===== config.mk =====
export PLATFORM = sky130hd
export DESIGN_NAME = pir_div
export DESIGN_NICKNAME = d
export VERILOG_FILES = /design/src/rtl/pir_pkg.sv /design/src/rtl/pir_div.sv
export SDC_FILE = /design/constraint.sdc
export NUM_CORES = 1
export LEC_CHECK = 0
export ABC_AREA = 0
export BUFFER_PORTS_ARGS = -buffer_cell sky130_fd_sc_hd__buf_4
export CAP_MARGIN = 15
export CELL_PAD_IN_SITES_DETAIL_PLACEMENT = 1
export CELL_PAD_IN_SITES_GLOBAL_PLACEMENT = 2
export CORE_MARGIN = 2
export CORE_UTILIZATION = 36
export DETAILED_ROUTE_END_ITERATION = 10
export PLACE_DENSITY_LB_ADDON = 0.1
export SYNTH_ARGS = -nofsm -noshare
export SYNTH_HDL_FRONTEND = slang
export SYNTH_SLANG_ARGS = --single-unit

===== constraint.sdc =====
create_clock -name i_clk -period 4.9 [get_ports i_clk]
set_input_delay 0.735 -clock i_clk [delete_from_list [all_inputs] [get_ports i_clk]]
set_output_delay 0.735 -clock i_clk [all_outputs]
set_load 0.05 [all_outputs]

===== src/rtl/pir_pkg.sv =====
package pir_pkg;

    // trail depth and its index width
    localparam int TRAIL_LEN = 16;
    localparam int IDX_W     = (TRAIL_LEN > 1) ? $clog2(TRAIL_LEN) : 1;

    // field widths
    localparam int COORD_W = 24;
    localparam int PUSH_W  = 28;
    localparam int VEL_W   = 29;   // speed plus push, also a difference of two coordinates

    // serial arithmetic widths
    localparam int OPW    = 29;    // unsigned operand of the multiplier, root of the square root
    localparam int PRODW  = 2 * OPW;
    localparam int REMW   = OPW + 3;
    localparam int QW     = 17;    // quotients stay below 2^16 in every use
    localparam int SQ_CNT_W  = $clog2(OPW);
    localparam int DIV_CNT_W = $clog2(QW);

    // request kinds
    localparam logic [1:0] OP_NEIGHBOR = 2'd0;
    localparam logic [1:0] OP_TICK     = 2'd1;
    localparam logic [1:0] OP_PLACE    = 2'd2;

    // register indexes
    localparam logic [2:0] REG_WIDTH    = 3'd0;
    localparam logic [2:0] REG_HEIGHT   = 3'd1;
    localparam logic [2:0] REG_LIMIT    = 3'd2;
    localparam logic [2:0] REG_RADIUS   = 3'd3;
    localparam logic [2:0] REG_STRENGTH = 3'd4;

endpackage


===== src/rtl/pir_div.sv =====
module pir_div import pir_pkg::*; (
    input  logic             i_clk,
    input  logic             i_rst_n,
    input  logic             i_start,
    input  logic [PRODW-1:0] i_num,
    input  logic [OPW-1:0]   i_den,
    output logic             o_done,
    output logic [QW-1:0]    o_quo
);

    logic                 r_busy;
    logic                 r_done;
    logic [DIV_CNT_W-1:0] r_cnt;
    logic [PRODW-1:0]     r_rem;
    logic [PRODW-1:0]     r_dsh;
    logic [QW-1:0]        r_q;

    logic fits;

    assign fits = (r_rem >= r_dsh);

    always_ff @(posedge i_clk) begin
        if (!i_rst_n) begin
            r_busy <= 1'b0;
            r_done <= 1'b0;
        end else begin
            r_done <= 1'b0;
            if (i_start) begin
                r_busy <= 1'b1;
            end else if (r_busy && (r_cnt == '0)) begin
                r_busy <= 1'b0;
                r_done <= 1'b1;
            end
        end
    end

    // restoring division, one quotient bit a cycle, quotient known to fit QW bits
    always_ff @(posedge i_clk) begin
        if (i_start) begin
            r_rem <= i_num;
            r_dsh <= {{(PRODW-OPW){1'b0}}, i_den} << (QW - 1);
            r_q   <= '0;
            r_cnt <= DIV_CNT_W'(QW - 1);
        end else if (r_busy) begin
            if (fits) begin
                r_rem <= r_rem - r_dsh;
            end
            r_q   <= {r_q[QW-2:0], fits};
            r_dsh <= {1'b0, r_dsh[PRODW-1:1]};
            if (r_cnt != '0) begin
                r_cnt <= r_cnt - 1'b1;
            end
        end
    end

    assign o_done = r_done;
    assign o_quo  = r_q;

endmodule


==> flow_summary.yaml, run 1 <==
cts:
  cts_tree: "built"
  ctsHtreeMaxLevel: 4
  root_buffer: "clkbuf_16"
  numCtsBuffers: 17
  cts-hold-fix-buffers: 0
  clockBufferDepth: 2
  cts_resized: 0
  clock-sinks: 127
  postCtsSetupRepairBufs: 0
  clk_pin_slew_ns: 0.07
  clk_latency_ns: 0.43
final_layout:
  syn_to_final_growth_pct: 19.83
  area.sequential_mm2: 0.003415
  layout-drive-gt1-share_pct: 16.84
  fin_util_pct: 44.15
  multiInputGateArea_mm2: 0.004532
  nets: 1164
  fill_cells: 2680
  antenna_cells: 0
  final_cell_mix: "113 x nand2_1, 113 x buf_4, 91 x nor2_1, 87 x edfxtp_1, 69 x a21oi_1"
power:
  p_leak_uw: 0.004105
  total_power_uw: 4598
  p_per_area_mw_per_mm2: 457.3
  peakVddDrop_mv: 0.2068
drt:
  viasPerCell: 5.260
  drtPass1Iterations: 5
  ant_nets: 0
  routed_wl_mm: 24.14
  drtIter0Drc: 323
  route.detailed.drc: 0
  num_vias: 7112
  post_drt_wl_per_cell_um: 17.85
global_route:
  grt_max_degree: 78
  grt_pass1_vias: 7137
  grtUsageTotal_pct: 19.99
  grt_antenna_before_repair: 0
  grt-ovfl-total: 0
  grt_pass1_wl_mm: 38.32
floorplan:
  die-area_mm2: 0.02455
  fp.dieH_um: 156.7
  core_mm2: 0.02278
  io_pins: 108
  rows: 55
  initial_core_util_pct: 36.84
  die_width_um: 156.7
yosys:
  synth_warnings: 0
  async_flop_share_pct: 0
  yosysSeqAreaShare_pct: 40.67
  synthFlopType: "edfxtp_1"
  synthesis.instances: 941
  synth.net_count: 1079
  synthDistinctLibCells: 67
  syn_area_per_cell_um2: 8.918
  synth-seq-cells: 127
  syn_area_mm2: 0.008392
  synth-edff-count: 87
sta:
  rsz0062_at_grt: "no"
  fin_crit_sh_pct: 76.49
  tightestPinTransition_ns: 0.7515
  hold_viol_final: 0
  clock-skew-final_ns: 0.01236
  holdWs_ns: 0.4933
  drv_slew: 0
  maxSlewHeadroom_pct: 49.84
  period_minus_slack_ns: 3.748
  setup_tns_ns: 0
  achievable-frequency_ghz: 0.2668
  setup_viol: 0
place:
  place.port_buffers: 107
  hpwl_mm: 17.79
  routabilityCongestion: 0.8130
setup_path:
  required_ns: 5.00
  path_cells: "inv_1 > ha_1 > fa_1 > nand2b_1 > a21o_1 > a31oi_1 > nor4_1 > o31a_2 > nor3_2 > o21ba_2 > a211o_1 > a21o_2 > buf_12"
  crit_path_start_kind: "register"
  critPathTopFamily: "compound AO/OA/AOI/OAI gates"
  cp-end-kind: "register"
  crit_arrival_ns: 3.84
  cpPeakStageDelay_ns: 0.40
  crit_type: "register to register"
  crit_buf_inv: 2
  cp_max_fo: 46
  critPathSlowestCell: "fa_1"
status:
  status: "complete, no violations"
hold_path:
  hold_path_class: "register to register"
flow_run:
  maxCapViolCount: 0
==> cells by family after synthesis <==
family / count (synthesis) / synth area share, %
adders and majority gates: 48 / 7.246
AOI/OAI and AO/OA: 258 / 20.53
xor gates and xnor gates: 47 / 4.905
muxes: 36 / 4.339
buffers and inverters: 116 / 5.367
and+or+nand+nor: 309 / 16.94
DFF: 127 / 40.67
==> metal layers <==
layer | part of all wire (%) | global-route usage, % | up-vias
met5 | 0 | 0 | -
met4 | 0.86 | 4.718 | 0
met3 | 3.2 | 2.825 | 12
met2 | 46 | 32.35 | 108
met1 | 50 | 28.24 | 3430
li1 | - | - | 3562
==> flip-flops by register name (all words and copies together), names as in the netlist <==
register,count
o_done,1
o_quo,17
r_busy,1
r_cnt,5
r_dsh,45
r_rem,58
==> area by class of cell <==
cell class / instances / area share, %
sequential: 127 / 33.96
tap: 313 / 3.894
clock inverter: 12 / 1.045
timing repair buffer: 114 / 8.635
multi-input combinational: 698 / 45.07
clock buffer: 20 / 4.865
inverter: 68 / 2.538
==> through the flow <==
| stage | instances | setup slack [ns] | instance area, um^2 |
|---|---|---|---|
| after CTS | 1352 | 1.121 | 10060 |
| after floorplan | 941 | 0.8563 | 8392 |
| after global placement | 1320 | 1.254 | 9462 |
| final | 1352 | 1.152 | 10060 |
| after global routing | 1352 | 0.8957 | 10060 |
| after detailed placement | 1320 | 1.145 | 9462 |
==> final timing paths <==
path	start	end	slack, ns	depth (start not counted)
max	r_rem[0]	r_rem[30]	1.15	13
min	r_cnt[4]	r_cnt[4]	0.49	1
max reg2reg	r_rem[0]	r_rem[30]	1.15	13
min reg2reg	r_cnt[4]	r_cnt[4]	0.49	1
==> cell usage after synthesis, drive strengths merged, types with 3 or more instances <==
master / instances / area (um^2)
a211o: 4 / 35.03
a21o: 24 / 180.2
a21oi: 71 / 370.4
a221oi: 3 / 32.53
a22o: 28 / 245.2
a31oi: 5 / 31.28
and2: 3 / 20.02
buf: 9 / 46.29
clkbuf: 39 / 148.9
dfxtp: 40 / 800.8
edfxtp: 87 / 2613
ha: 47 / 588.1
inv: 68 / 255.2
mux2: 3 / 33.78
mux2i: 33 / 330.3
nand2: 113 / 424.2
nand2b: 9 / 63.81
nand3: 18 / 90.09
nand3b: 5 / 37.54
nand4: 20 / 125.1
nor2: 92 / 345.3
nor2b: 3 / 18.77
nor3: 17 / 95.09
nor4: 9 / 56.30
o2111ai: 5 / 43.79
o211ai: 8 / 65.06
o21a: 5 / 37.54
o21ai: 73 / 372.9
o21bai: 12 / 90.09
o31ai: 4 / 35.03
or2: 4 / 25.02
or3: 6 / 37.54
xnor2: 31 / 271.5
xor2: 16 / 140.1
==> power by group <==
part           internal (uW)  switching, uW  leakage [uW]
Clock                    742            561      0.000298
Combinational            732           1140       0.00259
Sequential              1350           75.0       0.00122
==> worst register-to-register path: stages (launching register included) <==
cell      delay [ns]
edfxtp_1        0.32
inv_1           0.04
ha_1            0.21
fa_1            0.40
nand2b_1        0.18
a21o_1          0.18
a31oi_1         0.27
nor4_1          0.15
o31a_2          0.39
nor3_2          0.20
o21ba_2         0.21
a211o_1         0.13
a21o_2          0.38
buf_12          0.34
No activity file was read; power rests on OpenSTA's default activity.
==> run 2: changes to the inputs <==
clock period = 3.6 ns   (was 4.9 ns; I/O delays follow)
==> flow_summary.yaml, run 2 (synthesized netlist as in run 1, its figures left out) <==
setup_path:
  crit_buf_inv: 2
  critical_path_cell_count: 13
  r2r_start: "r_rem[0]"
  critPathSlowestCell: "fa_1"
  cpPeakStageDelay_ns: 0.40
  crit_path_start_kind: "register"
  rr_worst_depth: 13
  timing.rr.end: "r_rem[2]"
  required_ns: 3.74
  crit_arrival_ns: 3.51
  crit_type: "register to register"
  cp-end-kind: "register"
  rrSetupSlack_ns: 0.23
  critPathTopFamily: "compound AO/OA/AOI/OAI gates"
  cp_max_fo: 17
  path_cells: "inv_1 > ha_1 > fa_1 > nand2b_1 > a21o_1 > a31oi_2 > nor4_2 > o31a_2 > nor3_2 > o21ba_2 > a211o_1 > a21o_2 > clkbuf_16"
drt:
  num_vias: 7223
  drtPass1Iterations: 4
  viasPerCell: 5.315
  routed_wl_mm: 24.25
  post_drt_wl_per_cell_um: 17.84
  drtIter0Drc: 291
  ant_nets: 0
  route.detailed.drc: 0
global_route:
  grt-ovfl-total: 0
  grt_pass1_wl_mm: 39.89
  grt_pass1_vias: 7467
  grtUsageTotal_pct: 20.66
  grt_antenna_before_repair: 0
  grt_max_degree: 58
final_layout:
  final_common_cell: "buf_4"
  antenna_cells: 0
  syn_to_final_growth_pct: 20.86
  layout-drive-gt1-share_pct: 17.59
  area.sequential_mm2: 0.003415
  fill_cells: 2662
  regMostFlops: "r_rem"
  largest_register_ffs: 58
  multiInputGateArea_mm2: 0.004544
  final_cell_mix: "118 x buf_4, 113 x nand2_1, 91 x nor2_1, 87 x edfxtp_1, 69 x a21oi_1"
  nets: 1171
  design_area_mm2: 0.01014
hold_path:
  holdPathEnd: "r_busy"
  min_from: "i_rst_n"
  hold_depth: 3
  hold_path_class: "input pin to register"
cts:
  ctsHtreeMaxLevel: 4
  clockBufferDepth: 2
  numCtsBuffers: 17
  clk_latency_ns: 0.43
  cts_tree: "built"
  clock-sinks: 127
  clk_pin_slew_ns: 0.06
  root_buffer: "clkbuf_16"
floorplan:
  die_width_um: 156.7
  io_pins: 108
  initial_core_util_pct: 36.84
  fp.dieH_um: 156.7
  rows: 55
  core_mm2: 0.02278
  die-area_mm2: 0.02455
place:
  hpwl_mm: 17.86
  place_area_mm2: 0.009519
  routabilityCongestion: 0.8328
  place.port_buffers: 107
sta:
  achievable-frequency_ghz: 0.2971
  maxSlewHeadroom_pct: 52.61
  clock-skew-final_ns: 0.01433
  fin_crit_sh_pct: 93.51
  tightestPinTransition_ns: 0.7043
  setup_tns_ns: 0
  period_minus_slack_ns: 3.366
  setup_viol: 0
  drv_slew: 0
  hold_viol_final: 0
  rsz0062_at_grt: "no"
power:
  p_leak_uw: 0.004150
  p_per_area_mw_per_mm2: 617.0
  peakVddDrop_mv: 0.2667
status:
  status: "complete, no violations"
flow_run:
  maxCapViolCount: 0
run 2: what timing repair did:
item | 4_1_cts | 5_1_grt
endpoints found under the setup margin | 0 | 58
hold buffers | 0 | 0
buffers inserted | 0 | 0
gates resized for setup | 0 | 2
run 2: report_power, final:
part,switching (uW),leakage [uW],total (uW),internal (uW)
Combinational,1550,0.00263,2560,1010
Clock,762,0.000296,1750,988
Sequential,108,0.00122,1950,1840
run 2: layer usage:
metal	share of wire [%]	wire length [um]	GRT usage, %
met5	0	0	0
met4	1.1	269	5.199
met3	3.1	754	3.517
met2	47	11280	33.46
met1	49	11940	28.67
run 2: final cells by class:
cell class / count / area share (%)
Inverter: 68 / 2.517
Clock buffer: 19 / 4.688
Multi-Input combinational cell: 698 / 44.81
Clock inverter: 13 / 1.086
Tap cell: 313 / 3.861
Timing Repair Buffer: 121 / 9.376
Sequential cell: 127 / 33.67
run 2: worst reg2reg max path, stage by stage (launching register included):
cell,delay (ns)
edfxtp_1,0.32
inv_1,0.04
ha_1,0.21
fa_1,0.40
nand2b_1,0.18
a21o_1,0.18
a31oi_2,0.24
nor4_2,0.11
o31a_2,0.38
nor3_2,0.20
o21ba_2,0.22
a211o_1,0.14
a21o_2,0.24
clkbuf_16,0.23
run 2: how the worst max path moves through the flow:
stage | slack (ns) | from | endpoint
final | 0.23 | r_rem[0] | r_rem[2]
after global routing | 0.03 | r_rem[0] | r_rem[34]
after CTS | 0.12 | r_rem[0] | r_rem[20]
after detailed placement | 0.14 | r_rem[0] | r_rem[24]
after global placement | 0.21 | r_rem[0] | r_rem[28]
after floorplan | 0.06 | r_rem[0] | r_rem[0]
run 2: metrics by stage:
| stage | total power (uW) | hold slack (ns) | utilization [%] | setup WS (ns) | std cells |
|---|---|---|---|---|---|
| floorplan | 3825 | 0.4512 | - | 0.05719 | 941 |
| global placement | 4490 | 0.4662 | 41.79 | 0.2100 | 1326 |
| detailed placement | 4512 | 0.4783 | 41.79 | 0.1391 | 1326 |
| CTS | 6300 | 0.3629 | 44.36 | 0.1183 | 1358 |
| global route | 6700 | 0.3879 | 44.53 | 0.02804 | 1359 |
| finish | 6258 | 0.3718 | 44.53 | 0.2336 | 1359 |
