===== src/rtl/pir_pkg.sv =====
package pir_pkg;

    // trail depth and its index width
    localparam int TRAIL_LEN = 16;
    localparam int IDX_W     = (TRAIL_LEN > 1) ? $clog2(TRAIL_LEN) : 1;

    // field widths
    localparam int COORD_W = 24;
    localparam int PUSH_W  = 28;
    localparam int VEL_W   = 29;   // speed plus push, also a difference of two coordinates

    // serial arithmetic widths
    localparam int OPW    = 29;    // unsigned operand of the multiplier, root of the square root
    localparam int PRODW  = 2 * OPW;
    localparam int REMW   = OPW + 3;
    localparam int QW     = 17;    // quotients stay below 2^16 in every use
    localparam int SQ_CNT_W  = $clog2(OPW);
    localparam int DIV_CNT_W = $clog2(QW);

    // request kinds
    localparam logic [1:0] OP_NEIGHBOR = 2'd0;
    localparam logic [1:0] OP_TICK     = 2'd1;
    localparam logic [1:0] OP_PLACE    = 2'd2;

    // register indexes
    localparam logic [2:0] REG_WIDTH    = 3'd0;
    localparam logic [2:0] REG_HEIGHT   = 3'd1;
    localparam logic [2:0] REG_LIMIT    = 3'd2;
    localparam logic [2:0] REG_RADIUS   = 3'd3;
    localparam logic [2:0] REG_STRENGTH = 3'd4;

endpackage


===== src/rtl/pir_mul.sv =====
module pir_mul import pir_pkg::*; (
    input  logic             i_clk,
    input  logic             i_rst_n,
    input  logic             i_start,
    input  logic [OPW-1:0]   i_a,
    input  logic [OPW-1:0]   i_b,
    output logic             o_done,
    output logic [PRODW-1:0] o_prod
);

    logic             r_busy;
    logic             r_done;
    logic [PRODW-1:0] r_a;
    logic [OPW-1:0]   r_b;
    logic [PRODW-1:0] r_acc;

    // control: runs until the multiplier bits are used up
    always_ff @(posedge i_clk) begin
        if (!i_rst_n) begin
            r_busy <= 1'b0;
            r_done <= 1'b0;
        end else begin
            r_done <= 1'b0;
            if (i_start) begin
                r_busy <= 1'b1;
            end else if (r_busy && (r_b == '0)) begin
                r_busy <= 1'b0;
                r_done <= 1'b1;
            end
        end
    end

    // shift and add, one multiplier bit a cycle
    always_ff @(posedge i_clk) begin
        if (i_start) begin
            r_a   <= {{(PRODW-OPW){1'b0}}, i_a};
            r_b   <= i_b;
            r_acc <= '0;
        end else if (r_busy && (r_b != '0)) begin
            if (r_b[0]) begin
                r_acc <= r_acc + r_a;
            end
            r_a <= {r_a[PRODW-2:0], 1'b0};
            r_b <= {1'b0, r_b[OPW-1:1]};
        end
    end

    assign o_done = r_done;
    assign o_prod = r_acc;

endmodule


===== config.mk =====
export PLATFORM = sky130hd
export DESIGN_NAME = pir_mul
export DESIGN_NICKNAME = d
export VERILOG_FILES = /design/src/rtl/pir_pkg.sv /design/src/rtl/pir_mul.sv
export SDC_FILE = /design/constraint.sdc
export NUM_CORES = 1
export LEC_CHECK = 0
export BUFFER_PORTS_ARGS = -buffer_cell sky130_fd_sc_hd__buf_2
export CORE_MARGIN = 3
export CORE_UTILIZATION = 30
export CTS_CLUSTER_SIZE = 12
export DETAILED_ROUTE_END_ITERATION = 8
export GPL_ROUTABILITY_DRIVEN = 0
export PLACE_DENSITY = 0.46
export SLEW_MARGIN = 20
export SYNTH_ARGS = -nofsm -noshare
export SYNTH_HDL_FRONTEND = slang
export SYNTH_SLANG_ARGS = --single-unit

===== constraint.sdc =====
create_clock -name i_clk -period 7.1 [get_ports i_clk]
set_input_delay 1.42 -clock i_clk [delete_from_list [all_inputs] [get_ports i_clk]]
set_output_delay 1.42 -clock i_clk [all_outputs]
set_load 0.01 [all_outputs]

==> impl_metrics.env, run 1 <==
export IMPL_critPathLaunchType="register"
export IMPL_global_route_wire_length_before_repair_mm=38.9
export IMPL_final_hold_violation_count=0
export IMPL_synthesis_area_per_instance_um2=9.00
export IMPL_cts_htree_levels=4
export IMPL_ir_worst_vdd_mv=0.142
export IMPL_route_final_wire_length_mm=24.0
export IMPL_netlist_top_cells_area="dfxtp_1 20%, edfxtp_1 19%, a21oi_1 8.2%"
export IMPL_setup_reg_to_reg_worst_slack_ns=3.26
export IMPL_cellPowerDensity_nw_per_um2=221
export IMPL_post_route_worst_setup_slack_ns=3.26
export IMPL_synth_largest_area_cell="dfxtp_1"
export IMPL_syn_nets=1112
export IMPL_layout_cells_most_common_list="179 x nand2_1, 146 x a21oi_1, 118 x buf_2, 89 x dfxtp_1, 58 x edfxtp_1"
export IMPL_mappedNetlistArea_um2=8930
export IMPL_timing_final_crit_period_ns=3.84
export IMPL_vias=7402
export IMPL_fin_worst_hold_slack_ns=0.448
export IMPL_post_synth_edffs=58
export IMPL_via_per_inst=5.01
export IMPL_placement_rows=62
export IMPL_die_h_um=179
export IMPL_status="completed"
export IMPL_grt_start_max_net_pins=57
export IMPL_maxCapViolations=0
export IMPL_initial_util=0.308
export IMPL_first_pass_detailed_route_iteration_total=5
export IMPL_tritoncts_num_buffers=17
export IMPL_hpwl_after_detailed_placement_mm=17.5
export IMPL_clk_pin_slew_worst_paths_ns=0.07
export IMPL_grt_use_total=0.153
export IMPL_port_buffers=119
export IMPL_post_cts_setup_buffer_count=0
export IMPL_area_growth_from_synthesis_to_final_layout_pct=15.9
export IMPL_unrepaired_setup_endpoints_after_global_routing="no"
export IMPL_final_worst_path_period_share=0.541
export IMPL_cp_end_kind="register"
export IMPL_first_global_vias=7306
export IMPL_max_slew_worst_pin_slew_ns=0.996
export IMPL_fraction_of_registers_with_async_set_or_reset_after_synthesis=0
export IMPL_clockBufferDepth=2
export IMPL_syn_instance_count=993
export IMPL_die_area_um2=31900
export IMPL_clock_tree_root_cell="clkbuf_16"
export IMPL_yosys_warnings=0
export IMPL_ant_nets=0
export IMPL_place_ws_ns=2.80
export IMPL_yosysSeqAreaShare=0.394
export IMPL_tritoncts="built"
export IMPL_grt_overflow_total=0
export IMPL_setup_violations_final=0
export IMPL_grt_antenna_before_repair=0
export IMPL_critical_path_data_arrival_time_ns=4.16
export IMPL_total_power_uw=2290
export IMPL_drt_initial_drc_count=430
export IMPL_drive_gt1_frac=0.218
export IMPL_synth_distinct_cells=71
export IMPL_layout_core_utilization=0.357
export IMPL_ctsHoldBuffers=0
export IMPL_max_slew_margin=0.335
export IMPL_critPathMaxFanout=35
export IMPL_post_cts_resize_count=0
export IMPL_pin_count=120
export IMPL_power_leakage_uw=0.00429
export IMPL_tritoncts_num_sinks=147
export IMPL_antenna_cells=0
export IMPL_fp_dieW_um=179
export IMPL_finalClockSkew_ns=0.0125
export IMPL_postSynth_topFlopCell="dfxtp_1"
export IMPL_routed_wire_length_per_instance_um=16.3
export IMPL_finalSetupTns_ns=0
export IMPL_number_of_drc_violations_after_detailed_routing=0
export IMPL_design_final_nets=1200
export IMPL_insertion_delay_ns=0.43
export IMPL_synth_top_cell_area_share=0.199
export IMPL_timing_final_max_slew_violations=0
export IMPL_critPathKind="register to register"
export IMPL_layout_cells_most_common="nand2_1"
export IMPL_worst_hold_path_type="register to register"
export IMPL_core_area_um2=29000
export IMPL_synthesized_flop_and_latch_total=147
export IMPL_crit_required_ns=7.41
export IMPL_achievable_frequency_ghz=0.260
registers in the layout, indices dropped and copies added, names as in the netlist:
register and count:
o_prod 58, r_a 58, r_b 29, o_done 1
r_busy 1
critical path, cell delays in order (launching register included):
cell and delay (ns):
edfxtp_1 0.41, nor4_1 0.44, nand4_1 0.21, o21ai_2 0.17, buf_4 0.34, inv_1 0.53, nand2_2 0.74, buf_4 0.52
nor4b_1 0.11, mux2i_1 0.16, nand2_1 0.06
final timing paths:
kind	start	endpoint	cells after the start
max	r_b[6]	o_prod[54]	10
min	r_busy	o_done	2
max reg2reg	r_b[6]	o_prod[54]	10
min reg2reg	r_busy	o_done	2
cell usage after synthesis, types with 7 or more instances:
master / instances
nand2_1: 181
a21oi_1: 146
dfxtp_1: 89
edfxtp_1: 58
ha_1: 57
mux2_2: 55
clkbuf_1: 40
nor2_1: 38
o21ai_0: 33
xnor2_1: 32
inv_1: 26
nand3_1: 24
a21o_1: 22
nand4_1: 14
xor2_1: 14
nor3_1: 12
o21bai_1: 12
a31oi_1: 11
and3_1: 10
nor4_1: 8
o21a_1: 7
power by group:
part	total [uW]	switching (uW)	internal [uW]
Sequential	976	37.4	939
Combinational	364	216	148
Clock	946	437	509
per-stage QoR:
step / cells / area, um^2
CTS: 1478 / 10400
global route: 1478 / 10400
global placement: 1446 / 9750
floorplan: 993 / 8930
finish: 1478 / 10400
detailed placement: 1446 / 9750
area by class of cell:
class | instances | area, um^2
clock buffers | 17 | 425
clock inverters | 15 | 181
fillers | 3088 | 18700
inverters | 26 | 97.6
multi-input cells | 763 | 4990
flip-flops and latches | 147 | 3520
well taps | 384 | 480
repair buffers | 126 | 651
per-layer routing:
layer  global-route usage  vias to the layer above  wire (um)  part of all wire
li1                     -                     3762          -                 -
met1                0.214                     3484      11800              0.49
met2                0.242                      135      11100              0.46
met3               0.0285                       21        851             0.035
met4               0.0412                        0        314             0.013
met5                    0                        -          0                 0
cell families (layout without fill, tap and decap cells):
family,Yosys count,count (layout),synth area share
muxes,59,59,0.0738
AOI/OAI and AO/OA,279,279,0.193
adders and majority gates,58,58,0.0821
and+or+nand+nor,321,321,0.164
buffers and inverters,83,184,0.0479
DFF,147,147,0.394
xor gates and xnor gates,46,46,0.0451
(Power assumes the default switching activity.)
==> run 2: changes to the inputs <==
--- a/config.mk
+++ b/config.mk
@@ -5,13 +5,14 @@
 export SDC_FILE = /design/constraint.sdc
 export NUM_CORES = 1
 export LEC_CHECK = 0
+export ABC_AREA = 1
 export BUFFER_PORTS_ARGS = -buffer_cell sky130_fd_sc_hd__buf_2
 export CORE_MARGIN = 3
 export CORE_UTILIZATION = 30
 export CTS_CLUSTER_SIZE = 12
 export DETAILED_ROUTE_END_ITERATION = 8
 export GPL_ROUTABILITY_DRIVEN = 0
-export PLACE_DENSITY = 0.46
+export PLACE_DENSITY = 0.45
 export SLEW_MARGIN = 20
 export SYNTH_ARGS = -nofsm -noshare
 export SYNTH_HDL_FRONTEND = slang
==> constraint.sdc (replaced) <==
create_clock -name i_clk -period 3.75 [get_ports i_clk]
set_input_delay 0.75 -clock i_clk [delete_from_list [all_inputs] [get_ports i_clk]]
set_output_delay 0.75 -clock i_clk [all_outputs]
set_load 0.01 [all_outputs]
==> impl_metrics.env, run 2 <==
export IMPL_finalClockSkew_ns=0.0149
export IMPL_global_route_wire_length_before_repair_mm=57.8
export IMPL_tritoncts_num_sinks=147
export IMPL_worst_r2r_cell_count=7
export IMPL_mappedNetlistArea_um2=11000
export IMPL_highest_signal_layer="met4"
export IMPL_drt_initial_drc_count=725
export IMPL_yosysSeqAreaShare=0.320
export IMPL_detailroute_wirelength_met2_mm=16.4
export IMPL_via_per_inst=4.51
export IMPL_achievable_frequency_ghz=0.371
export IMPL_synth_largest_area_cell="nand2_1"
export IMPL_yosys_warnings=0
export IMPL_vias=10832
export IMPL_maxCapViolations=0
export IMPL_ir_worst_vdd_mv=0.325
export IMPL_final_hold_violation_count=0
export IMPL_max_slew_worst_pin_slew_ns=0.852
export IMPL_post_synth_edffs=58
export IMPL_pin_count=120
export IMPL_grt_start_max_net_pins=67
export IMPL_unrepaired_setup_endpoints_after_global_routing="no"
export IMPL_grt_use_total=0.190
export IMPL_synth_top_cell_area_share=0.247
export IMPL_grt_antenna_before_repair=0
export IMPL_cellPowerDensity_nw_per_um2=377
export IMPL_timing_final_crit_period_ns=2.69
export IMPL_post_cts_setup_buffer_count=0
export IMPL_synthesized_flop_and_latch_total=147
export IMPL_critical_path_data_arrival_time_ns=2.84
export IMPL_cp_end_kind="register"
export IMPL_power_leakage_uw=0.00701
export IMPL_total_power_uw=4770
export IMPL_synth_distinct_cells=39
export IMPL_fraction_of_registers_with_async_set_or_reset_after_synthesis=0
export IMPL_hpwl_after_detailed_placement_mm=29.2
export IMPL_insertion_delay_ns=0.44
export IMPL_first_global_vias=10448
export IMPL_max_slew_margin=0.432
export IMPL_tritoncts="built"
export IMPL_layout_cells_most_common_list="725 x nand2_1, 356 x inv_1, 174 x nor2_1, 118 x buf_2, 89 x dfxtp_1"
export IMPL_status="completed"
export IMPL_route_final_wire_length_mm=36.7
export IMPL_clockBufferDepth=2
export IMPL_synthesis_area_per_instance_um2=6.05
export IMPL_timing_final_max_slew_violations=0
export IMPL_min_path_cells=2
export IMPL_met3_wirelength_mm=1.65
export IMPL_grt_overflow_total=0
export IMPL_port_buffers=119
export IMPL_antenna_cells=0
export IMPL_worst_hold_path_type="register to register"
export IMPL_setup_violations_final=0
export IMPL_die_h_um=198
export IMPL_detailed_place_area_um2=12000
export IMPL_placement_rows=69
export IMPL_netlist_top_cells_area="nand2_1 25%, dfxtp_1 16%, edfxtp_1 16%"
export IMPL_syn_instance_count=1823
export IMPL_cts_htree_levels=4
export IMPL_first_pass_detailed_route_iteration_total=6
export IMPL_clock_tree_root_cell="clkbuf_16"
export IMPL_finalSetupTns_ns=0
export IMPL_critPathLaunchType="register"
export IMPL_synth_top_cells_by_count="726 x nand2_1, 357 x inv_1, 174 x nor2_1, 89 x dfxtp_1, 80 x a21oi_1"
export IMPL_final_worst_path_period_share=0.719
export IMPL_fillers=4061
export IMPL_initial_util=0.307
export IMPL_critPathKind="register to register"
export IMPL_post_cts_resize_count=0
export IMPL_synthMostInstantiatedCell="nand2_1"
export IMPL_area_growth_from_synthesis_to_final_layout_pct=14.7
export IMPL_clk_pin_slew_worst_paths_ns=0.07
export IMPL_core_area_um2=35900
export IMPL_layout_cells_most_common="nand2_1"
export IMPL_critPathMaxFanout=58
export IMPL_tritoncts_num_buffers=17
export IMPL_fin_area_um2=12600
export IMPL_syn_nets=1942
export IMPL_fp_dieW_um=198
export IMPL_ctsHoldBuffers=0
export IMPL_crit_required_ns=3.90
export IMPL_routed_wire_length_per_instance_um=15.3
export IMPL_die_area_um2=39100
export IMPL_ant_nets=0
export IMPL_design_final_nets=2046
export IMPL_number_of_drc_violations_after_detailed_routing=0
export IMPL_postSynth_topFlopCell="dfxtp_1"
export IMPL_drt_met1_wl_mm=18.0
export IMPL_drive_gt1_frac=0.100
[run 2: area by class of cell]
cell class,count,area (um^2),share of cell area
clock buffers,17,425,0.0336
clock inverters,15,179,0.0141
well taps,461,577,0.0456
repair buffers,125,656,0.0518
flip-flops and latches,147,3520,0.279
inverters,368,1380,0.109
multi-input cells,1268,5900,0.467
[run 2: power breakdown]
group / internal, uW / switching (uW) / total (uW)
Sequential: 1820 / 103 / 1920
Combinational: 354 / 696 / 1050
Clock: 1050 / 747 / 1800
[run 2: per-layer routing]
metal / vias up / global-route usage
met5: - / 0
met4: 0 / 0.0422
met3: 31 / 0.0370
met2: 239 / 0.307
met1: 4843 / 0.264
li1: 5719 / -
[run 2: through the flow]
step                      setup slack (ns)  hold slack [ns]  std cells   util
after CTS                             1.02            0.490       2401  0.352
after floorplan                      0.498            0.450       1823      -
final                                 1.06            0.485       2401  0.352
after global routing                 0.819            0.522       2401  0.352
after detailed placement              1.05            0.478       2369  0.335
after global placement                1.08            0.472       2369  0.335
[run 2: cells by family after synthesis]
kind of cell               Yosys count  share of synthesized area
and+or+nand+nor                   1038                      0.380
AOI/OAI and AO/OA                  144                     0.0665
adders and majority gates           58                     0.0665
DFF                                147                      0.320
buffers and inverters              408                      0.146
xor gates and xnor gates            28                     0.0222
[run 2: path summary, 6_finish.rpt]
path         startpoint          to  slack (ns)
max             r_b[28]     r_a[18]        1.06
min          o_prod[10]  o_prod[10]        0.49
max reg2reg     r_b[28]     r_a[18]        1.06
min reg2reg  o_prod[10]  o_prod[10]        0.49
[run 2: critical path: stages (launching register included)]
cell and delay [ns]:
edfxtp_1 0.39, nor4_1 0.48, nand4_1 0.22, nor2_2 0.27
nor2_4 0.18, inv_2 0.44, nand2_2 0.12, buf_12 0.23
