--- src/rtl/pir_pkg.sv ---
package pir_pkg;

    // trail depth and its index width
    localparam int TRAIL_LEN = 16;
    localparam int IDX_W     = (TRAIL_LEN > 1) ? $clog2(TRAIL_LEN) : 1;

    // field widths
    localparam int COORD_W = 24;
    localparam int PUSH_W  = 28;
    localparam int VEL_W   = 29;   // speed plus push, also a difference of two coordinates

    // serial arithmetic widths
    localparam int OPW    = 29;    // unsigned operand of the multiplier, root of the square root
    localparam int PRODW  = 2 * OPW;
    localparam int REMW   = OPW + 3;
    localparam int QW     = 17;    // quotients stay below 2^16 in every use
    localparam int SQ_CNT_W  = $clog2(OPW);
    localparam int DIV_CNT_W = $clog2(QW);

    // request kinds
    localparam logic [1:0] OP_NEIGHBOR = 2'd0;
    localparam logic [1:0] OP_TICK     = 2'd1;
    localparam logic [1:0] OP_PLACE    = 2'd2;

    // register indexes
    localparam logic [2:0] REG_WIDTH    = 3'd0;
    localparam logic [2:0] REG_HEIGHT   = 3'd1;
    localparam logic [2:0] REG_LIMIT    = 3'd2;
    localparam logic [2:0] REG_RADIUS   = 3'd3;
    localparam logic [2:0] REG_STRENGTH = 3'd4;

endpackage

--- src/rtl/pir_sqrt.sv ---
module pir_sqrt import pir_pkg::*; (
    input  logic             i_clk,
    input  logic             i_rst_n,
    input  logic             i_start,
    input  logic [PRODW-1:0] i_n,
    output logic             o_done,
    output logic [OPW-1:0]   o_root
);

    logic                r_busy;
    logic                r_done;
    logic [SQ_CNT_W-1:0] r_cnt;
    logic [PRODW-1:0]    r_n;
    logic [REMW-1:0]     r_rem;
    logic [OPW-1:0]      r_root;

    logic [REMW-1:0] rem2;
    logic [REMW-1:0] trial;
    logic            fits;

    // bring down two radicand bits and try the next root bit
    assign rem2  = {r_rem[REMW-3:0], r_n[PRODW-1:PRODW-2]};
    assign trial = {1'b0, r_root, 2'b01};
    assign fits  = (rem2 >= trial);

    always_ff @(posedge i_clk) begin
        if (!i_rst_n) begin
            r_busy <= 1'b0;
            r_done <= 1'b0;
        end else begin
            r_done <= 1'b0;
            if (i_start) begin
                r_busy <= 1'b1;
            end else if (r_busy && (r_cnt == '0)) begin
                r_busy <= 1'b0;
                r_done <= 1'b1;
            end
        end
    end

    // one root bit a cycle
    always_ff @(posedge i_clk) begin
        if (i_start) begin
            r_n    <= i_n;
            r_rem  <= '0;
            r_root <= '0;
            r_cnt  <= SQ_CNT_W'(OPW - 1);
        end else if (r_busy) begin
            r_n <= {r_n[PRODW-3:0], 2'b00};
            if (fits) begin
                r_rem  <= rem2 - trial;
                r_root <= {r_root[OPW-2:0], 1'b1};
            end else begin
                r_rem  <= rem2;
                r_root <= {r_root[OPW-2:0], 1'b0};
            end
            if (r_cnt != '0) begin
                r_cnt <= r_cnt - 1'b1;
            end
        end
    end

    assign o_done = r_done;
    assign o_root = r_root;

endmodule

--- config.mk ---
export PLATFORM = sky130hd
export DESIGN_NAME = pir_sqrt
export DESIGN_NICKNAME = d
export VERILOG_FILES = /design/src/rtl/pir_pkg.sv /design/src/rtl/pir_sqrt.sv
export SDC_FILE = /design/constraint.sdc
export NUM_CORES = 1
export LEC_CHECK = 0
export ABC_AREA = 1
export BUFFER_PORTS_ARGS = -buffer_cell sky130_fd_sc_hd__buf_2
export CORE_MARGIN = 1.5
export CORE_UTILIZATION = 48
export DETAILED_ROUTE_END_ITERATION = 10
export GPL_TIMING_DRIVEN = 0
export PLACE_DENSITY = 0.66
export SYNTH_ARGS = -nofsm -noshare
export SYNTH_HDL_FRONTEND = slang
export SYNTH_SLANG_ARGS = --single-unit
--- constraint.sdc ---
create_clock -name i_clk -period 4.6 [get_ports i_clk]
set_input_delay 0.92 -clock i_clk [delete_from_list [all_inputs] [get_ports i_clk]]
set_output_delay 0.92 -clock i_clk [all_outputs]
set_load 0.02 [all_outputs]
==> summary.txt, run 1 <==
STATUS
----------------------------------------------------------------------------------------
Run status                                                                     completed

CTS
----------------------------------------------------------------------------------------
Buffer cell driving the clock tree root                                     sky130_fd_sc_hd__clkbuf_16
Clock latency on the worst-skew pair                                             0.43 ns
Number of buffers inserted to repair setup after CTS                                   0
Clock tree sinks                                                                     124
CTS resizes                                                                            0
Number of H-tree levels                                                                4
CTS tree                                                                             yes
Total clock buffers created by CTS                                                    17
Maximum buffer depth of the clock tree                                                 2
Clock-pin transition on the worst setup and hold timing paths                    0.06 ns
Count of hold-fix buffers inserted at cts                                              0

WORST HOLD PATH
----------------------------------------------------------------------------------------
Path category of the worst min-delay check                                  register to register

CELLS AND AREA
----------------------------------------------------------------------------------------
Total of fill cells in the finished design                                         1,549
Area added between synthesis and finish                                            17.4%
Final Net Count                                                                    1,284
Antenna fix cells                                                                      0
Fraction of final layout cells with drive strength greater than 1                  12.8%

LOGIC SYNTHESIS
----------------------------------------------------------------------------------------
Number of flip-flops and latches in the synthesized netlist                          124
Number of warning messages in the yosys log                                            0
Share of synthesized area occupied by flip-flops and latches                       41.5%
Dominant cell by count in the synthesized netlist                           sky130_fd_sc_hd__nand2_1
Number of enable flip-flop cells after synthesis                                      58
Commonest cells in the netlist                                              sky130_fd_sc_hd__nand2_1, sky130_fd_sc_hd__inv_1, sky130_fd_sc_hd__nand3_1
Cells after synthesis                                                              1,083
Average instance area after synthesis                                          6.82 um^2
Flip-flop cell with the highest count after synthesis                       sky130_fd_sc_hd__dfxtp_1
Cell type with the highest aggregate area in the netlist                    sky130_fd_sc_hd__nand2_1
Synth top area share                                                               25.7%
Syn nets                                                                           1,176
Most area-consuming cells after synthesis                                   sky130_fd_sc_hd__nand2_1, sky130_fd_sc_hd__edfxtp_1, sky130_fd_sc_hd__dfxtp_1
Unique masters post-synth                                                             36
FFs w/ async S/R, synth                                                               0%
Post-synthesis instance area                                                0.00739 mm^2

SETUP PATH
----------------------------------------------------------------------------------------
Number of cells traversed by the worst register-to-register path                      13
Worst Path Class, Setup                                                     input port to register
Worst flop-to-flop path startpoint                                            o_root[17]
Endpoint kind of the worst setup timing path                                    register
Critical path startpoint                                                         i_start
Endpoint of the lowest-slack register-to-register path                          r_rem[8]
Capture point of the worst path                                               o_root[25]
Worst-case register-to-register setup slack                                      2.19 ns
Maximum fanout count along the critical path                                          67
Critical path required time                                                      4.93 ns
Worst endpoint data arrival time                                                 2.79 ns
Sort of element at the start of the critical path                             input port

STA
----------------------------------------------------------------------------------------
Post-route clock period utilization                                                53.5%
Transition at the pin with the smallest max-transition slack                    0.897 ns
Post-route clock skew                                                          0.0110 ns
Setup TNS Final                                                                     0 ns
Clock period minus worst slack                                                   2.46 ns
Fin. max-slew vios                                                                     0
Relative slew slack                                                                40.2%
Final count of hold timing violations                                                  0
Achievable Freq                                                                  406 MHz
Number of setup violations in the final report                                         0
Unrepaired setup endpoints after global routing                                    false

PLACED DESIGN
----------------------------------------------------------------------------------------
Routability congestion estimate from global placement                              0.942
Total of buffers placed on input and output ports                                     89
Placed wire-length estimate after detailed placement                             14.1 mm

POWER AND IR DROP
----------------------------------------------------------------------------------------
Power per Cell Area                                                          630 mW/mm^2
Overall power consumption                                                        5.46 mW
Leakage power summed over all cells                                              4.72 nW
Worst-case vdd ir drop                                                          0.352 mV

DRT
----------------------------------------------------------------------------------------
Routed len/inst                                                                  13.4 um
Wire length after detailed routing                                               18.6 mm
Iteration-0 DRC Markers                                                              325
Number of nets with antenna violations after detailed routing                          0
DRC errors left                                                                        0
Vias                                                                               6,771
Number of search-and-repair iterations in the first detailed-routing pass              5
Vias per std cell                                                                   4.86

GLOBAL ROUTE
----------------------------------------------------------------------------------------
Global Route Usage Sum                                                             24.2%
Overflow after GRT                                                                     0
Number of global-route vias before repair                                          6,399
Global-route wire length before repair                                           30.7 mm
Number of antenna violations at the first check in global routing                      0
Pin count of the biggest net entering global routing                                  68

DIE
----------------------------------------------------------------------------------------
Starting Density                                                                   48.9%
Total die area                                                               0.0161 mm^2
Total I/O pin count                                                                   91
Area of the core                                                             0.0151 mm^2
Horizontal die dimension                                                          127 um
Vertical die dimension                                                            127 um
Core Rows                                                                             45

JOB
----------------------------------------------------------------------------------------
Max-Cap Viols                                                                          0

through the flow:
stage | hold WS, ns | utilization [%] | worst slack, ns | std cells | instance area (um^2)
floorplan | 0.430 | - | 1.08 | 1083 | 7390
global placement | 0.447 | 53.5 | 0.0471 | 1360 | 8070
detailed placement | 0.452 | 53.5 | 1.70 | 1360 | 8070
CTS | 0.463 | 57.4 | 2.11 | 1392 | 8670
global route | 0.484 | 57.4 | 1.94 | 1392 | 8670
finish | 0.464 | 57.4 | 2.14 | 1392 | 8670
flip-flops by register name (all words and copies together) (netlist names):
signal and flops:
o_done 1, r_cnt 5, r_busy 1, r_rem 30, r_n 58, o_root 29
how the worst min path moves through the flow:
stage	cells after the start	to	slack (ns)	start
after floorplan	2	r_rem[28]	0.43	r_rem[28]
after global placement	2	r_rem[28]	0.45	r_rem[28]
after detailed placement	2	r_rem[28]	0.45	r_rem[28]
after CTS	2	r_rem[28]	0.46	r_rem[28]
after global routing	2	r_rem[28]	0.48	r_rem[28]
final	2	r_rem[28]	0.46	r_rem[28]
area by class of cell:
type                    instances  area (um^2)  area share (%)
plain buffers                  31          156            1.80
inverters                     166          623            7.19
clock inverters                15          173            1.99
flip-flops and latches        124         3060            35.3
multi-input cells             762         3550            40.9
well taps                     188          235            2.71
repair buffers                 89          445            5.14
clock buffers                  17          425            4.91
report_power, final:
group	leakage (nW)	total [mW]	internal, mW	switching [mW]
Clock	0.292	1.39	0.818	0.571
Sequential	1.13	1.35	1.29	0.0605
Combinational	3.30	2.72	0.920	1.80
Total	4.72	5.46	3.02	2.43
kinds of logic after synthesis:
group | Yosys count | share of synthesized area (%)
flip-flops | 124 | 41.5
adder cells (fa/ha/maj) | 32 | 5.42
AO/OA/AOI/OAI | 67 | 5.29
XOR/XNOR | 11 | 1.30
buffers and inverters | 197 | 10.5
AND/OR/NAND/NOR | 652 | 36.0
cell usage in the layout (no fill, tap or decap), drive strengths merged:
master    synthesis  final
nand3            77     77
ha               32     32
and2              1      1
clkinvlp          0      1
inv             164    174
xor2              8      8
bufinv            0      2
or2               2      2
buf              12    101
nor3              8      8
o22ai            28     28
clkinv            2      4
and3              1      1
dfxtp            66     66
nand2           512    512
nor4              1      1
nand4             6      6
clkbuf           19     36
o21bai            4      4
a21oi            22     22
o21ai            12     12
nor2             41     41
nand3b            3      3
a22oi             1      1
edfxtp           58     58
xnor2             3      3
worst max-delay path, cell delays in order:
cell and delay, ns:
sky130_fd_sc_hd__buf_2 0.18, sky130_fd_sc_hd__nor2_2 0.35, sky130_fd_sc_hd__clkinv_1 0.33, sky130_fd_sc_hd__clkbuf_4 0.59
sky130_fd_sc_hd__o22ai_1 0.37
metal layers:
| layer | global-route usage (%) | part of all wire [%] | vias to the layer above |
|---|---|---|---|
| met5 | 0 | 0 | - |
| met4 | 7.22 | 1.5 | 0 |
| met2 | 41.0 | 47 | 158 |
| met1 | 31.2 | 47 | 2997 |
| li1 | - | - | 3595 |
| met3 | 5.19 | 4.7 | 21 |
(Power assumes the default switching activity.)
==> inputs of run 2 (changes only) <==
--- a/config.mk
+++ b/config.mk
@@ -11,7 +11,7 @@
 export CORE_UTILIZATION = 48
 export DETAILED_ROUTE_END_ITERATION = 10
 export GPL_TIMING_DRIVEN = 0
-export PLACE_DENSITY = 0.66
+export PLACE_DENSITY = 0.69
 export SYNTH_ARGS = -nofsm -noshare
 export SYNTH_HDL_FRONTEND = slang
 export SYNTH_SLANG_ARGS = --single-unit
==> constraint.sdc (replaced) <==
create_clock -name i_clk -period 2.26 [get_ports i_clk]
set_input_delay 0.452 -clock i_clk [delete_from_list [all_inputs] [get_ports i_clk]]
set_output_delay 0.452 -clock i_clk [all_outputs]
set_load 0.02 [all_outputs]
==> summary.txt, run 2 (same netlist as run 1, synthesis figures left out) <==
STA
----------------------------------------------------------------------------------------
Final Hold Slack                                                                0.273 ns   -0.191 ns
Achievable Freq                                                                  460 MHz
Post-route clock period utilization                                                96.1%
Clock period minus worst slack                                                   2.17 ns
Post-route clock skew                                                          0.0148 ns   +0.00385 ns
Transition at the pin with the smallest max-transition slack                    0.820 ns   -0.0767 ns
Relative slew slack                                                                45.3%   +5.1 points
Setup slack after layout                                                       0.0871 ns   -2.05 ns
Number of setup violations in the final report                                         0   unchanged
Setup TNS Final                                                                     0 ns   unchanged
Final count of hold timing violations                                                  0   unchanged
Fin. max-slew vios                                                                     0   unchanged

PLACED DESIGN
----------------------------------------------------------------------------------------
Dpl cells                                                                          1,360   unchanged
Total of buffers placed on input and output ports                                     89   unchanged
Cell area after placement                                                   0.00807 mm^2   unchanged
Worst setup slack before clock tree synthesis                                  -0.151 ns   -1.85 ns
Routability congestion estimate from global placement                              0.915   -2.9%
Placed wire-length estimate after detailed placement                             14.2 mm   +1.0%

DIE
----------------------------------------------------------------------------------------
Starting Density                                                                   48.9%   unchanged
Area of the core                                                             0.0151 mm^2   unchanged
Core Rows                                                                             45   unchanged
Horizontal die dimension                                                          127 um   unchanged
Total I/O pin count                                                                   91   unchanged
Total die area                                                               0.0161 mm^2   unchanged
Vertical die dimension                                                            127 um   unchanged

SETUP PATH
----------------------------------------------------------------------------------------
Worst endpoint data arrival time                                                 2.46 ns   -0.33 ns
Number of cells traversed by the worst register-to-register path                      14   +1
Worst stage delay on the critical path                                           0.34 ns   -0.25 ns
Crit. path cell count                                                                 14   +9
Kind of cell adding the most delay to the critical path                     simple AND/OR/NAND/NOR gates
Sort of element at the start of the critical path                               register
Worst Path Class, Setup                                                     register to register
Cell type of the slowest stage on the worst timing path                     sky130_fd_sc_hd__dfxtp_1
Maximum fanout count along the critical path                                           7   -90%
Endpoint kind of the worst setup timing path                                    register
Critical Path, Cell by Cell                                                 inv_2, ha_2, nand2_2, inv_2, nand2_1, nand2_1, a21oi_2, nor2_2, nor2_4, buf_4, buf_8, nand3_1, nand3_1, o21ai_1
Count of buffering cells on the critical path with inverters included                  4   +1
Critical path required time                                                      2.55 ns   -2.38 ns

CTS
----------------------------------------------------------------------------------------
Clock tree sinks                                                                     124   unchanged
Total clock buffers created by CTS                                                    17   unchanged
Clock-pin transition on the worst setup and hold timing paths                    0.06 ns   about the same
Maximum buffer depth of the clock tree                                                 2   unchanged
Clock latency on the worst-skew pair                                             0.43 ns   about the same
CTS tree                                                                             yes
Count of hold-fix buffers inserted at cts                                              0   unchanged
Buffer cell driving the clock tree root                                     sky130_fd_sc_hd__clkbuf_16
Number of H-tree levels                                                                4   unchanged

CELLS AND AREA
----------------------------------------------------------------------------------------
Antenna fix cells                                                                      0   unchanged
Final instance area                                                         0.00912 mm^2   +5.2%
Layout Utilization                                                                 60.4%   +3.0 points
Most common library cell in the layout ignoring fill and taps               sky130_fd_sc_hd__nand2_1
Top library cells by usage in the layout, fill and taps aside               sky130_fd_sc_hd__nand2_1, sky130_fd_sc_hd__inv_1, sky130_fd_sc_hd__buf_2, sky130_fd_sc_hd__nand3_1, sky130_fd_sc_hd__dfxtp_1
Final Net Count                                                                    1,298   +1.1%
Largest register by flop count                                                       r_n
Fraction of final layout cells with drive strength greater than 1                  17.2%   +4.5 points
Final non-filler cell total                                                        1,406   +1.0%
Number of flip-flops in the largest register                                          58   unchanged
Area added between synthesis and finish                                            23.5%

GLOBAL ROUTE
----------------------------------------------------------------------------------------
Global Route Usage Sum                                                             24.4%   +0.24 points
Overflow after GRT                                                                     0   unchanged
Number of global-route vias before repair                                          6,437   +0.59%
Pin count of the biggest net entering global routing                                  68   unchanged
Global-route wire length before repair                                           31.2 mm   +1.4%
Number of antenna violations at the first check in global routing                      0   unchanged

POWER AND IR DROP
----------------------------------------------------------------------------------------
Leakage power summed over all cells                                              4.82 nW   +2.0%
Power per Cell Area                                                         1300 mW/mm^2   +110%
Overall power consumption                                                        11.9 mW   +120%
Worst-case vdd ir drop                                                          0.694 mV   +97%

WORST HOLD PATH
----------------------------------------------------------------------------------------
WHS Path Cells                                                                         3   +1
Path category of the worst min-delay check                                  input port to register

DRT
----------------------------------------------------------------------------------------
Iteration-0 DRC Markers                                                              381   +17%
Vias                                                                               6,949   +2.6%
Routed len/inst                                                                  13.8 um   +3.7%
Number of nets with antenna violations after detailed routing                          0   unchanged
Wire length after detailed routing                                               19.5 mm   +4.8%
Vias per std cell                                                                   4.94   +1.6%
Number of search-and-repair iterations in the first detailed-routing pass              5   unchanged
DRC errors left                                                                        0   unchanged

STATUS
----------------------------------------------------------------------------------------
Run status                                                                     completed

JOB
----------------------------------------------------------------------------------------
Max-Cap Viols                                                                          0   unchanged

## run 2: cell type report
type	instances	area (um^2)
sequential	124	3060
clock inverter	14	185
timing repair buffer	103	568
fill	1450	5970
buffer	31	173
tap	188	235
multi-input combinational	762	3840
inverter	166	623
clock buffer	18	429
## run 2: layer usage
layer	GRT usage, %	vias to the layer above	wire length (um)
met5	0	-	0
met2	41.2	171	9260
met3	4.77	28	951
met4	9.02	0	401
met1	31.3	3124	8860
li1	-	3626	-
## run 2: final timing paths
kind	from	endpoint	slack, ns
max	o_root[20]	r_rem[6]	0.09
max reg2reg	o_root[20]	r_rem[6]	0.09
min reg2reg	r_rem[28]	r_rem[28]	0.46
min	i_rst_n	r_busy	0.27
## run 2: power by group
part | leakage (nW) | internal, mW | switching [mW] | total [mW]
logic | 3.40 | 2.37 | 3.90 | 6.27
registers | 1.13 | 2.62 | 0.145 | 2.77
clock network | 0.290 | 1.76 | 1.10 | 2.86
total | 4.82 | 6.75 | 5.15 | 11.9
## run 2: what timing repair did
item | 4_1_cts | 5_1_grt
pin swaps | 1 | 5
gates cloned | 0 | 1
setup endpoints to repair | 27 | 98
resized for setup | 4 | 51
buffers inserted | 3 | 10
## run 2: worst register-to-register path, cell delays in order, from the launching register on
cell and delay, ns:
sky130_fd_sc_hd__dfxtp_1 0.34, sky130_fd_sc_hd__inv_2 0.06, sky130_fd_sc_hd__ha_2 0.32, sky130_fd_sc_hd__nand2_2 0.13, sky130_fd_sc_hd__inv_2 0.03, sky130_fd_sc_hd__nand2_1 0.06
sky130_fd_sc_hd__nand2_1 0.09, sky130_fd_sc_hd__a21oi_2 0.18, sky130_fd_sc_hd__nor2_2 0.07, sky130_fd_sc_hd__nor2_4 0.22, sky130_fd_sc_hd__buf_4 0.17, sky130_fd_sc_hd__buf_8 0.12
sky130_fd_sc_hd__nand3_1 0.09, sky130_fd_sc_hd__nand3_1 0.10, sky130_fd_sc_hd__o21ai_1 0.06
